$ cat config.mk
export PLATFORM = sky130hd
export DESIGN_NAME = eles_outsat
export DESIGN_NICKNAME = d
export VERILOG_FILES = /design/src/hw/rtl/eles_pkg.sv /design/src/hw/rtl/eles_outsat.sv
export SDC_FILE = /design/constraint.sdc
export NUM_CORES = 1
export LEC_CHECK = 0
export BUFFER_PORTS_ARGS = -buffer_cell sky130_fd_sc_hd__buf_4
export CAP_MARGIN = 30
export CORE_MARGIN = 3
export CORE_UTILIZATION = 58
export CTS_CLUSTER_DIAMETER = 100
export DETAILED_ROUTE_END_ITERATION = 10
export PLACE_DENSITY = 0.87
export SKIP_CTS_REPAIR_TIMING = 1
export SYNTH_ARGS = -nofsm -noshare
export SYNTH_HDL_FRONTEND = slang
export SYNTH_SLANG_ARGS = --single-unit
$ cat constraint.sdc
create_clock -name clk -period 10.9 [get_ports clk]
set_input_delay 3.27 -clock clk [delete_from_list [all_inputs] [get_ports clk]]
set_output_delay 3.27 -clock clk [all_outputs]
set_load 0.005 [all_outputs]
$ cat src/hw/rtl/eles_pkg.sv
// Shared types and constants for the element stiffness block.
// No dependencies; imported by every module of the block.
package eles_pkg;

    localparam int GRAD_W  = 32;
    localparam int PROD_W  = 64;
    localparam int COEF_W  = 64;
    localparam int TERM_W  = 128;
    localparam int K_W     = 64;
    localparam int FRAC_SH = 48;
    localparam int NUM_W   = 89;
    localparam int DEN_W   = 33;
    localparam int CNT_W   = 7;
    localparam int LAT     = 7;

    localparam logic [14:0] RATIO_MAX = 15'd32112;
    localparam logic [31:0] E_RESET   = 32'd1000;
    localparam logic [14:0] V_RESET   = 15'd19661;

    localparam logic CFG_YOUNGS  = 1'b0;
    localparam logic CFG_POISSON = 1'b1;

    localparam logic [1:0] SEL_C1 = 2'd0;
    localparam logic [1:0] SEL_C2 = 2'd1;
    localparam logic [1:0] SEL_C3 = 2'd2;

    typedef enum logic [1:0] {
        CS_IDLE,
        CS_SETUP,
        CS_LOAD,
        CS_DIV
    } coef_state_t;

    typedef struct packed {
        logic [COEF_W-1:0] c1;
        logic [COEF_W-1:0] c2;
        logic [COEF_W-1:0] c3;
    } coef_set_t;

endpackage

$ cat src/hw/rtl/eles_outsat.sv
// Entry output stage: add the two terms, drop 48 fraction bits, saturate.
// Two register stages. Uses eles_pkg.
module eles_outsat (
    input  logic                               clk,
    input  logic signed [eles_pkg::TERM_W-1:0] term_a,
    input  logic signed [eles_pkg::TERM_W-1:0] term_b,
    output logic signed [eles_pkg::K_W-1:0]    k
);
    import eles_pkg::*;

    localparam int SH_W = TERM_W - FRAC_SH;

    logic signed [TERM_W-1:0] sum_reg;
    logic signed [SH_W-1:0]   sh;
    logic                     over;
    logic signed [K_W-1:0]    k_reg, k_next;

    always_comb
    begin
        sh   = sum_reg[TERM_W-1:FRAC_SH];
        over = !((&sh[SH_W-1:K_W-1]) || !(|sh[SH_W-1:K_W-1]));
        if (over)
            k_next = sh[SH_W-1] ? {1'b1, {(K_W-1){1'b0}}} : {1'b0, {(K_W-1){1'b1}}};
        else
            k_next = sh[K_W-1:0];
    end

    always_ff @(posedge clk)
    begin
        sum_reg <= term_a + term_b;
        k_reg   <= k_next;
    end

    assign k = k_reg;

endmodule

Word-level counts from Yosys, hierarchy flattened

Cells that the tools add are included.

Bits in registers: 192
Bits of input ports: 257
Output and inout bits: 64
Word-level logic and storage cells: 9

Add/subtract/negate cells: 1
Mux-type cells: 2
Reduce and logical (&&, ||, !) cells: 4

Operators by type and width:

| kind                | number |
|---|---|
| $add A128 B128 Y128 | 1 |
| $mux W64            | 2 |
| $reduce_and A17 Y1  | 1 |
| $reduce_or A17 Y1   | 1 |
| $logic_not A1 Y1    | 1 |
| $logic_or A1 B1 Y1  | 1 |

Logic depth before layout (Yosys ltp)

Depth in word-level cells: 4
Gate-level depth with buffers: 11
Mapped depth without buffers: 10

Worst setup path before layout

OpenSTA, ideal clock, no wires.

Kind: input to register
From: input port term_a[11] (netlist name)
To: register sum_reg[120]
Library setup time: 0.072 ns
Arrival: 5.582 ns
Required time: 10.828 ns
Path slack: 5.246 ns
Stages: 10
Path buffers: 0
Cell sequence: ha_1 a211oi_1 o21bai_1 o311ai_2 nand4_1 a221o_2 a2111oi_4 o41ai_4 a31oi_2 xnor2_1

Cells in the longest elaborated chain, start to end: 1

Ends and longest elaborated chain:

| element              | RTL line          | RTL |
|---|---|---|
| start, declared      | eles_outsat.sv:5  | `input logic signed [eles_pkg::TERM_W-1:0] term_a,` |
| $add A128 B128 Y128  | eles_outsat.sv:30 | `sum_reg <= term_a + term_b;` |
| end signal, assigned | eles_outsat.sv:30 |  |
| end, declared        | eles_outsat.sv:13 | `logic signed [TERM_W-1:0] sum_reg;` |

Every way passes these cells.

Worst setup path in the final report

From: input port term_a[28] (netlist name)
To: register sum_reg[95]

The elaborated chain is that of the path after synthesis.

==> insert_results.sql <==
INSERT INTO impl_metrics (metric_group, metric, value, unit) VALUES
('outcome', 'status', 'completed', ''),
('synth', 'synthesis.yosys.warnings', '0', ''),
('power', 'power.leakage', '6.629', 'nW'),
('detailed_routing', 'dr.first_iter.drc_count', '1427', ''),
('cts', 'clk_transition_reported_paths', '60', 'ps'),
('sta', 'final.period_utilization', '0.5910', ''),
('die', 'fp.dieArea', '22050', 'um2'),
('sta', 'timing.max_slew.rel_slack', '0.2370', ''),
('cells_and_area', 'final_design_area_no_fill', '14850', 'um2'),
('cts', 'tritoncts', 'built', ''),
('placement', 'port_buffers', '320', ''),
('worst_setup_path', 'worst-setup-path-type', 'in -> reg', ''),
('synth', 'synth_enable_flop_cells', '0', ''),
('cells_and_area', 'final_core_utilization', '0.7533', ''),
('cells_and_area', 'antenna_cells', '0', ''),
('sta', 'drv_slew', '0', ''),
('synth', 'syn-num-nets', '1934', ''),
('cts', 'cts_root_buffer', 'clkbuf_16', ''),
('cts', 'insertion_delay', '430', 'ps'),
('detailed_routing', 'post_drt_via_cell_ratio', '6.557', ''),
('sta', 'tightestPinTransition', '1134', 'ps'),
('global_routing', 'grt_usage', '0.3798', ''),
('power', 'power_per_cell_area', '144.5', 'nW/um2'),
('cells_and_area', 'area_growth', '26.11', '%'),
('synth', 'netlist_top_cells_area', 'dfxtp_1 (24%), ha_1 (13%), a21oi_1 (8.5%), a21o_1 (6.1%), nand2_1 (5.3%)', ''),
('cells_and_area', 'largest_reg_flops', '80', ''),
('placement', 'placed_cell_area', '14310', 'um2'),
('power', 'ir_worst_vdd', '0.09933', 'mV'),
('sta', 'final_number_of_setup_violating_endpoints', '0', ''),
('power', 'fin_total_pwr', '2.147', 'mW'),
('cts', 'clock_sink_count', '144', ''),
('worst_setup_path', 'timing.critical_path.cells', 'buf_4, ha_1, a21oi_1, o21ai_0, a21oi_1, o21ai_0, a221oi_1, nand2_1, a31oi_1, o311ai_1, xnor2_1', ''),
('die', 'floorplan.die.height', '148.5', 'um'),
('synth', 'synthArstFlopShare', '0', ''),
('cts', 'clock_tree.buffer_depth', '2', ''),
('worst_setup_path', 'setup.worst_path.start_class', 'input port', ''),
('cells_and_area', 'final-seq-area', '2883', 'um2'),
('die', 'fp-row-count', '51', ''),
('detailed_routing', 'post_drt_wl_per_cell', '21.00', 'um'),
('worst_setup_path', 'timing.critical_path.fanout_max', '6', ''),
('placement', 'globalplace.congestion', '1.066', ''),
('cells_and_area', 'filler_cell_count_in_the_final_layout', '1505', ''),
('detailed_routing', 'routed_wl', '44290', 'um'),
('global_routing', 'antenna_found_initial', '1', ''),
('worst_setup_path', 'critical_path.slowest_cell', 'a31oi_1', ''),
('cts', 'cts_max_level', '4', ''),
('die', 'die_width', '148.5', 'um'),
('sta', 'fin_skew', '12.00', 'ps'),
('sta', 'finalSetupTns', '0', 'ps'),
('worst_hold_path', 'min-delay-path-class', 'reg -> reg', ''),
('synth', 'netlist_area', '11780', 'um2'),
('global_routing', 'grt_pass1_vias', '13260', ''),
('sta', 'minimum_clock_period', '6441', 'ps'),
('sta', 'max_freq', '0.1552', 'GHz'),
('global_routing', 'grt_pass1_wl', '67530', 'um'),
('global_routing', 'pin_count_of_the_biggest_net_entering_global_routing', '64', ''),
('synth', 'post_synth.cell_area_avg', '7.594', 'um2'),
('cells_and_area', 'fraction_of_final_layout_cells_sized_beyond_drive_strength_1', '0.2050', ''),
('worst_setup_path', 'rrSetupSlack', '9010', 'ps'),
('placement', 'dp.final_hpwl', '35820', 'um'),
('global_routing', 'grt_overflow', '0', ''),
('synth', 'postSynthCellCount', '1551', ''),
('worst_setup_path', 'cp-end-kind', 'flop', ''),
('detailed_routing', 'drt-pass1-iter-count', '9', ''),
('sta', 'rsz0062_at_grt', 'no', ''),
('detailed_routing', 'drtAntennaViolNets', '0', ''),
('synth', 'ys_seq_elements', '144', ''),
('synth', 'synth_top_cell_area_share', '0.2448', ''),
('cts', 'cts_inserted_buffers', '17', ''),
('worst_setup_path', 'timing.critical_path.required', '11190', 'ps'),
('synth', 'netlist.top_cell.by_area', 'dfxtp_1', '');
[synthesized netlist by cell type (all sizes together), types with 6 or more instances]
cell type and n:
nand3 26, ha 126, a21boi 10, o211ai 12, nor4 19, o2111ai 6, xor2 29, o31ai 15
nand2 165, o21ai 129, o21a 25, nand2b 9, and2 9, o21bai 32, a21oi 202, or2 7
buf 14, dfxtp 144, and3 8, a31oi 15, a21o 95, nor2 110, nor3 31, xnor2 44
nand4 75, or3 12, nor2b 7, clkbuf 47, a211oi 19, inv 42
[per-layer routing]
layer / GRT usage / wire, um / up-vias
met4: 0.1788 / 2107 / 0
met3: 0.07221 / 4521 / 187
met5: 0 / 0 / -
met2: 0.6436 / 20700 / 965
met1: 0.4653 / 16970 / 6292
li1: - / - / 6384
[power by group]
group          total [mW]  internal, mW  switching [mW]
Combinational       0.857         0.381           0.476
Sequential          0.734         0.675          0.0596
Clock               0.555         0.297           0.258
[metrics by stage]
step	cells	worst slack, ps	hold slack [ps]
2_1_floorplan	1551	5246	403.5
3_3_place_gp	2078	4225	404.7
3_5_place_dp	2078	4227	410.7
4_1_cts	2109	4671	428.3
5_1_grt	2109	4331	442.8
6_report	2109	4459	427.7
[worst max-delay path: cells and delay by family]
family                   cells  cell delay (ps)
adder cells (fa/ha/maj)      1              370
buffers and inverters        1              110
AND/OR/NAND/NOR              1              340
XOR/XNOR                     1              190
AO/OA/AOI/OAI                7             2450
[placed cells by master, fill, tap and decap left out, types with 25 or more instances in the layout]
master and n:
inv_1 42, nand3_1 26, nand4_1 75, o21a_1 25, o21bai_1 32, nor2_1 110
buf_4 323, xnor2_1 44, dfxtp_1 144, xor2_1 29, o21ai_0 117, a21o_1 95
a21oi_1 201, nand2_1 165, nor3_1 30, ha_1 126
[cell type report]
class / count / share of cell area
Multi-Input combinational cell: 1304 / 0.5728
Timing Repair Buffer: 323 / 0.1633
Clock inverter: 14 / 0.008255
Clock buffer: 17 / 0.02864
Inverter: 42 / 0.01061
Sequential cell: 144 / 0.1941
Tap cell: 265 / 0.02232
[cell families (layout without fill, tap and decap cells)]
family,Yosys count,count (layout),share of synthesized area
flip-flops,144,144,0.2448
AO/OA/AOI/OAI,614,614,0.3322
buffers and inverters,103,396,0.03506
multiplexers,1,1,0.0008499
AND/OR/NAND/NOR,490,490,0.1990
XOR/XNOR,73,73,0.05429
adder cells (fa/ha/maj),126,126,0.1339
[path summary, 6_finish.rpt]
kind | start | end | cells after the start
worst min register to register | sum_reg[74]$_DFF_P_ | k[26]$_DFF_P_ | 1
worst min-delay path | sum_reg[74]$_DFF_P_ | k[26]$_DFF_P_ | 1
worst max register to register | sum_reg[120]$_DFF_P_ | k[0]$_DFF_P_ | 4
worst max-delay path | term_a[28] | sum_reg[95]$_DFF_P_ | 11
(Power assumes the default switching activity.)
