**config.mk**
```make
export PLATFORM = sky130hd
export DESIGN_NAME = eles_coef
export DESIGN_NICKNAME = d
export VERILOG_FILES = /design/src/hw/rtl/eles_pkg.sv /design/src/hw/rtl/eles_coef.sv
export SDC_FILE = /design/constraint.sdc
export NUM_CORES = 2
export LEC_CHECK = 0
export ABC_AREA = 1
export BUFFER_PORTS_ARGS = -buffer_cell sky130_fd_sc_hd__buf_2
export CAP_MARGIN = 20
export CORE_ASPECT_RATIO = 0.6
export CORE_MARGIN = 2
export CORE_UTILIZATION = 65
export CTS_CLUSTER_SIZE = 20
export DETAILED_ROUTE_END_ITERATION = 16
export GPL_TIMING_DRIVEN = 0
export PLACE_DENSITY = 0.8
export SETUP_SLACK_MARGIN = 0.4
export SLEW_MARGIN = 5
export SYNTH_ARGS = -nofsm -noshare
export SYNTH_HDL_FRONTEND = slang
export SYNTH_SLANG_ARGS = --single-unit
```
**constraint.sdc**
```tcl
create_clock -name clk -period 9.25 [get_ports clk]
set_clock_uncertainty 0.2 [all_clocks]
set_input_delay 2.3125 -clock clk [delete_from_list [all_inputs] [get_ports clk]]
set_output_delay 2.3125 -clock clk [all_outputs]
set_load 0.03 [all_outputs]
```
**src/hw/rtl/eles_pkg.sv**
```systemverilog
// Shared types and constants for the element stiffness block.
// No dependencies; imported by every module of the block.
package eles_pkg;

    localparam int GRAD_W  = 32;
    localparam int PROD_W  = 64;
    localparam int COEF_W  = 64;
    localparam int TERM_W  = 128;
    localparam int K_W     = 64;
    localparam int FRAC_SH = 48;
    localparam int NUM_W   = 89;
    localparam int DEN_W   = 33;
    localparam int CNT_W   = 7;
    localparam int LAT     = 7;

    localparam logic [14:0] RATIO_MAX = 15'd32112;
    localparam logic [31:0] E_RESET   = 32'd1000;
    localparam logic [14:0] V_RESET   = 15'd19661;

    localparam logic CFG_YOUNGS  = 1'b0;
    localparam logic CFG_POISSON = 1'b1;

    localparam logic [1:0] SEL_C1 = 2'd0;
    localparam logic [1:0] SEL_C2 = 2'd1;
    localparam logic [1:0] SEL_C3 = 2'd2;

    typedef enum logic [1:0] {
        CS_IDLE,
        CS_SETUP,
        CS_LOAD,
        CS_DIV
    } coef_state_t;

    typedef struct packed {
        logic [COEF_W-1:0] c1;
        logic [COEF_W-1:0] c2;
        logic [COEF_W-1:0] c3;
    } coef_set_t;

endpackage

```
**src/hw/rtl/eles_coef.sv**
```systemverilog
// Configuration registers and coefficient unit: one restoring divider,
// one quotient bit a cycle, shared by the three coefficients. Uses eles_pkg.
module eles_coef (
    input  logic                 clk,
    input  logic                 rst_n,
    input  logic                 cfg_valid,
    input  logic                 cfg_index,
    input  logic [31:0]          cfg_data,
    output logic                 busy,
    output eles_pkg::coef_set_t  coef
);
    import eles_pkg::*;

    coef_state_t       state_reg, state_next;
    logic [31:0]       e_reg;
    logic [14:0]       v_reg;
    logic [48:0]       n1_reg, n1_next;
    logic [48:0]       n2_reg, n2_next;
    logic [DEN_W-1:0]  d1_reg, d1_next;
    logic [16:0]       d3_reg, d3_next;
    logic [NUM_W-1:0]  num_reg, num_next;
    logic [DEN_W-1:0]  div_reg, div_next;
    logic [DEN_W-1:0]  rem_reg, rem_next;
    logic [COEF_W-1:0] quo_reg, quo_next;
    logic [CNT_W-1:0]  cnt_reg, cnt_next;
    logic [1:0]        sel_reg, sel_next;
    coef_set_t         c_reg, c_next;

    logic [14:0]       vc;
    logic [DEN_W:0]    rem_sh;
    logic              qbit;
    logic [33:0]       den_full;

    always_ff @(posedge clk or negedge rst_n)
    begin
        if (!rst_n)
        begin
            state_reg <= CS_SETUP;
            e_reg     <= E_RESET;
            v_reg     <= V_RESET;
            sel_reg   <= SEL_C1;
            cnt_reg   <= '0;
        end
        else
        begin
            state_reg <= state_next;
            sel_reg   <= sel_next;
            cnt_reg   <= cnt_next;
            if (cfg_valid && cfg_index == CFG_YOUNGS)
                e_reg <= cfg_data;
            if (cfg_valid && cfg_index == CFG_POISSON)
                v_reg <= cfg_data[14:0];
        end
    end

    always_ff @(posedge clk)
    begin
        n1_reg  <= n1_next;
        n2_reg  <= n2_next;
        d1_reg  <= d1_next;
        d3_reg  <= d3_next;
        num_reg <= num_next;
        div_reg <= div_next;
        rem_reg <= rem_next;
        quo_reg <= quo_next;
        c_reg   <= c_next;
    end

    always_comb
    begin
        vc       = (v_reg > RATIO_MAX) ? RATIO_MAX : v_reg;
        den_full = ({17'd0, 17'h10000 + {2'b0, vc}})
                 * ({17'd0, 17'h10000 - {1'b0, vc, 1'b0}});
        rem_sh   = {rem_reg, num_reg[NUM_W-1]};
        qbit     = (rem_sh >= {1'b0, div_reg});
        state_next = state_reg;
        n1_next  = n1_reg;
        n2_next  = n2_reg;
        d1_next  = d1_reg;
        d3_next  = d3_reg;
        num_next = num_reg;
        div_next = div_reg;
        rem_next = rem_reg;
        quo_next = quo_reg;
        cnt_next = cnt_reg;
        sel_next = sel_reg;
        c_next   = c_reg;
        case (state_reg)
            CS_IDLE:
            begin
            end
            CS_SETUP:
            begin
                n1_next    = 49'(e_reg * (17'h10000 - {2'b0, vc}));
                n2_next    = 49'(e_reg * vc);
                d1_next    = den_full[DEN_W-1:0];
                d3_next    = 17'h10000 + {2'b0, vc};
                sel_next   = SEL_C1;
                state_next = CS_LOAD;
            end
            CS_LOAD:
            begin
                case (sel_reg)
                    SEL_C1:
                    begin
                        num_next = {n1_reg, 40'd0};
                        div_next = d1_reg;
                    end
                    SEL_C2:
                    begin
                        num_next = {n2_reg, 40'd0};
                        div_next = d1_reg;
                    end
                    default:
                    begin
                        num_next = {18'd0, e_reg, 39'd0};
                        div_next = {16'd0, d3_reg};
                    end
                endcase
                rem_next   = '0;
                quo_next   = '0;
                cnt_next   = '0;
                state_next = CS_DIV;
            end
            CS_DIV:
            begin
                rem_next = qbit ? DEN_W'(rem_sh - {1'b0, div_reg}) : rem_sh[DEN_W-1:0];
                quo_next = {quo_reg[COEF_W-2:0], qbit};
                num_next = {num_reg[NUM_W-2:0], 1'b0};
                cnt_next = cnt_reg + 1'b1;
                if (cnt_reg == CNT_W'(NUM_W - 1))
                begin
                    case (sel_reg)
                        SEL_C1:  c_next.c1 = quo_next;
                        SEL_C2:  c_next.c2 = quo_next;
                        default: c_next.c3 = quo_next;
                    endcase
                    if (sel_reg == SEL_C3)
                        state_next = CS_IDLE;
                    else
                    begin
                        sel_next   = sel_reg + 1'b1;
                        state_next = CS_LOAD;
                    end
                end
            end
            default:
                state_next = CS_IDLE;
        endcase
        if (cfg_valid)
            state_next = CS_SETUP;
    end

    assign busy = (state_reg != CS_IDLE);
    assign coef = c_reg;

endmodule

```
=== Word level (Yosys, flattened, before mapping) ===
Cells that the tools add are included.

* Register bits: 614
* Latch bits: 0
* Bits in writable memories: 0
* Memory bits (read-only): 0
* Input port bits: 36
* Word-level logic and storage cells: 67
* Memories kept: 0

* Add/subtract/negate cells: 6
* $mul: 3
* Div/mod/pow operators: 0
* $lt $le $gt $ge: 2
* Equality and inequality tests: 9
* Shifts and indexed selects: 0
* Mux-type cells: 15
* Bitwise gates (word level): 2
* Reduce and logical (&&, ||, !) cells: 13

{| class="wikitable"
|+ Operators with widths
! cell !! number
|-
| case mux 89 bit (2 select lines) || 2
|-
| case mux 63 bit (2 select lines) || 1
|-
| case mux 33 bit (2 select lines) || 1
|-
| multiplier 33 x 18 -> 49 bit || 1
|-
| multiplier 32 x 15 -> 47 bit || 1
|-
| >= comparator 34 x 33 -> 1 bit || 1
|-
| multiplier 17 x 17 -> 33 bit || 1
|-
| two-way mux 33 bit || 1
|-
| subtractor 33 bit || 1
|-
| subtractor 17 x 15 -> 18 bit, first input constant || 1
|-
| adder 17 x 15 -> 17 bit, first input constant || 1
|-
| two-way mux 17 bit || 1
|-
| subtractor 17 x 16 -> 17 bit, first input constant || 1
|-
| > comparator 15 bit, second input constant || 1
|-
| two-way mux 15 bit || 1
|-
| case mux 7 bit (2 select lines) || 1
|-
| AND reduction 3 bit || 4
|-
| two-way mux 2 bit || 5
|-
| adder 7 x 1 -> 7 bit, second input constant || 1
|-
| == test 7 bit, second input constant || 1
|-
| == test 2 bit, second input constant || 3
|-
| case mux 2 bit (3 select lines) || 1
|-
| nonzero test 2 bit || 3
|-
| == test 2 x 1 -> 1 bit, second input constant || 2
|-
| 10 further kinds || 13
|}

=== Depth between registers and ports, before layout ===
* Word-level depth: 5
* Mapped depth: 45
* Gate-level depth less buffers: 41

=== Least setup slack after synthesis ===
No wires, ideal clock.

* Path kind: register to register
* Start point: reg v_reg[14]
* End point: reg n1_reg[44] (data pin)
* Setup time: 0.253 ns
* Arrival time: 7.619 ns
* Slack: 1.178 ns
* Stages on the path, launching flop included: 40
* Buffers on the path: 4
* Period minus slack after synthesis: 8.072 ns
* Cells stage by stage: dfstp_2 nand2_1 nor2_1 nand3_1 nand2_1 nand2_4 inv_2 nor2_4 inv_1 clkbuf_1 ha_1 nand3_2 nor2_4 nand2_2 inv_2 ha_1 clkbuf_1 inv_1 (+4 left out) inv_1 fa_1 fa_1 fa_1 fa_1 inv_1 fa_1 inv_1 ha_1 nand2_1 nor2_1 inv_1 nor2_1 inv_1 nor4_1 nand3_1 nand4_1 nand2_1

* Word-level cells in the longest chain between the ends: 4

{| class="wikitable"
|+ Ends and longest elaborated chain
! what !! RTL line !! text
|-
| start: declaration || eles_coef.sv:16 || <nowiki>logic [14:0] v_reg;</nowiki>
|-
| start signal: assignment || eles_coef.sv:52 || <nowiki>v_reg <= cfg_data[14:0];</nowiki>
|-
| > comparator 15 bit || eles_coef.sv:71 || <nowiki>vc = (v_reg > RATIO_MAX) ? RATIO_MAX : v_reg;</nowiki>
|-
| two-way mux 15 bit * || eles_coef.sv:71 ||
|-
| subtractor 17 x 15 -> 18 bit * || eles_coef.sv:94 || <nowiki>n1_next = 49'(e_reg * (17'h10000 - {2'b0, vc}));</nowiki>
|-
| multiplier 33 x 18 -> 49 bit * || eles_coef.sv:94 ||
|-
| end signal: assignment || eles_coef.sv:58 || <nowiki>n1_reg <= n1_next;</nowiki>
|-
| end: declaration || eles_coef.sv:17 || <nowiki>logic [48:0] n1_reg, n1_next;</nowiki>
|}

Every way passes the cells marked *; elsewhere a longest branch is shown, timed or not.
A chain may end at the register's enable or synchronous reset.

=== Worst setup path in the final report ===
* Start point: reg v_reg[11]
* End point: reg n1_reg[33] (data pin)

* Word-level cells in the longest chain between the ends: 4

{| class="wikitable"
|+ Ends and longest elaborated chain
! what !! RTL line !! text
|-
| > comparator 15 bit || eles_coef.sv:71 ||
|-
| two-way mux 15 bit || eles_coef.sv:71 ||
|-
| via vc[9] || eles_coef.sv:29 || <nowiki>logic [14:0] vc;</nowiki>
|-
| subtractor 17 x 15 -> 18 bit || eles_coef.sv:94 ||
|-
| multiplier 33 x 18 -> 49 bit || eles_coef.sv:94 ||
|}

The timed path passes the listed nets, and every way through them passes these cells.

==> flow_metrics.env <==
export IMPL_die_x_um=414
export IMPL_worst_ep_arrival_time_ps=9250
export IMPL_min_path_type="reg -> reg"
export IMPL_tightest_slew_ps=1300
export IMPL_place_gp_congestion=1.12
export IMPL_fin_nets=9358
export IMPL_setup_worst_path_class="reg -> reg"
export IMPL_drt_initial_drc_count=7950
export IMPL_synth_ff_type="edfxtp_1"
export IMPL_port_buffers=228
export IMPL_ys_async_sr_fraction_pct=10.2
export IMPL_yosysSeqAreaShare_pct=25.7
export IMPL_period_share_pct=98.1
export IMPL_clk_pin_slew_ps=70
export IMPL_cts_buffers=53
export IMPL_setup_viol=0
export IMPL_ys_ff_latch=570
export IMPL_htreeDepth=2
export IMPL_synth_edf_count=512
export IMPL_grt_pass1_wl_um=358000
export IMPL_cpMaxStageDelayCell="nor2_1"
export IMPL_drive_above_1_share_pct=8.16
export IMPL_place_hpwl_um=203000
export IMPL_netlist_cell_type_count=47
export IMPL_crit_required_ps=9430
export IMPL_crit_family="adder cells"
export IMPL_synth_top_area_cell="fa_1"
export IMPL_antenna_found_initial=17
export IMPL_fmax_mhz=110
export IMPL_ys_warn_count=0
export IMPL_path_common_cell="fa_1"
export IMPL_numClockSinks=570
export IMPL_final_hold_violation_count=0
export IMPL_drtAntennaViolNets=0
export IMPL_regArea_um2=16800
export IMPL_drt_wl_total_um=248000
export IMPL_dieHeight_um=250
export IMPL_synth_most_common_cell="inv_1"
export IMPL_rows=90
export IMPL_ys_top_cells_by_area="fa_1, edfxtp_1, inv_1, nand2_1, ha_1"
export IMPL_grt_usage_pct=48.7
export IMPL_synth_cells=7501
export IMPL_overflow=0
export IMPL_synthTopCellsByCount="inv_1, nand2_1, fa_1"
export IMPL_drv_slew=0
export IMPL_start_util_pct=65.4
export IMPL_status="finished clean"
export IMPL_max_slew_margin_rel_pct=13.4
export IMPL_max_stage_delay_ps=660
export IMPL_max_cap_viol_count=0
export IMPL_first_global_vias=54921
export IMPL_drc=0
export IMPL_vias=55469
export IMPL_cts_tree="built"
export IMPL_synth_top_cell_area_share_pct=31.5
export IMPL_clockBufferDepth=3
export IMPL_synth_area_per_cell_um2=8.73
export IMPL_path_buf_inv=8
export IMPL_crit_fanout=10
export IMPL_io_pins=229
export IMPL_cts_hold_buf=0
export IMPL_fillCellCount=7693
export IMPL_clock_root_buffer="clkbuf_16"
export IMPL_viasPerCell=5.99
export IMPL_multi_input_area_um2=41400
export IMPL_die_area_um2=103000
export IMPL_clock_latency_ps=680
export IMPL_first_pass_iters=8
export IMPL_fin_crit_ps=9070
export IMPL_utilization_pct=71.9
export IMPL_area_growth_pct=10.1
export IMPL_setup_tns_final_ps=0
export IMPL_syn_area_um2=65500
export IMPL_rsz0062_at_grt="true"
export IMPL_largest_reg_flops=192
export IMPL_wl_per_cell_um=26.8
export IMPL_grt_max_degree=65
export IMPL_start_kind="flip-flop"
export IMPL_core_area_um2=100000
export IMPL_cp_end_kind="flip-flop"
-- cell families after synthesis --
kind of cell    Yosys count  synth area share, %
other cells               2               0.0115
xor+xnor                106                 1.42
compound gates          544                 4.65
buf+inv                2105                 12.1
simple gates           2713                 16.3
flops                   570                 25.7
fa+ha+maj              1461                 39.7
-- final timing paths --
| kind | start | endpoint | slack [ps] | cells after the start |
|---|---|---|---|---|
| worst max register to register | v_reg[11]$_DFFE_PN1P_ | n1_reg[33]$_DFFE_PP_ | 180 | 27 |
| worst min register to register | quo_reg[62]$_SDFFCE_PN0P_ | coef[127]$_DFFE_PP_ | 280 | 0 |
| min in group asynchronous | rst_n | cnt_reg[4]$_DFFE_PN0P_ | 1420 | 2 |
| worst min-delay path | quo_reg[62]$_SDFFCE_PN0P_ | coef[127]$_DFFE_PP_ | 280 | 0 |
| worst max-delay path | v_reg[11]$_DFFE_PN1P_ | n1_reg[33]$_DFFE_PP_ | 180 | 27 |
| max in group asynchronous | rst_n | v_reg[14]$_DFFE_PN1P_ | 7010 | 2 |
-- layer usage --
metal	up-vias	wire length, um	share of wire [%]	global-route usage [%]
met5	-	394	0.16	0
met2	4590	93000	38	63.0
met1	26785	89900	36	64.3
met3	894	45700	18	26.2
li1	23186	-	-	-
met4	14	18900	7.6	28.5
-- timing repair --
item                                    CTS  global route
hold endpoints to repair                  0             0
endpoints found under the setup margin   72            63
buffers inserted                         11             9
pin swaps                                10            19
gates resized for setup                 201           168
cloned                                    0             1
-- final cells by class --
cell class | count | area share [%]
antenna | 16 | 0.0555
buffer | 295 | 2.03
clock buffer | 60 | 1.88
clock inverter | 38 | 0.588
inverter | 1810 | 9.49
multi-input combinational | 4841 | 57.5
sequential | 570 | 23.4
tap | 1334 | 2.32
timing repair buffer | 290 | 2.81
-- cell usage in the layout (no fill, tap or decap), drive strengths merged, types with 40 or more instances in the layout --
| master | instances |
|---|---|
| xor2 | 77 |
| dfrtp | 43 |
| nand4 | 40 |
| ha | 430 |
| clkbuf | 269 |
| a21oi | 252 |
| inv | 1799 |
| edfxtp | 512 |
| nor2 | 866 |
| nand3 | 140 |
| nand2 | 1596 |
| buf | 376 |
| fa | 1031 |
| o21ai | 165 |
-- per-stage QoR --
stage | setup slack, ps | area [um^2] | hold slack, ps | cells
after floorplan | 1180 | 65500 | 240 | 7515
after global placement | -2100 | 68400 | 257 | 9077
after detailed placement | -1880 | 68900 | 273 | 9104
after CTS | 301 | 71300 | 288 | 9213
after global routing | 303 | 72000 | 308 | 9238
final | 178 | 72100 | 285 | 9254
Power is not shown: default switching activity piles up to over one toggle a cycle in this logic, so the estimate is an artifact.
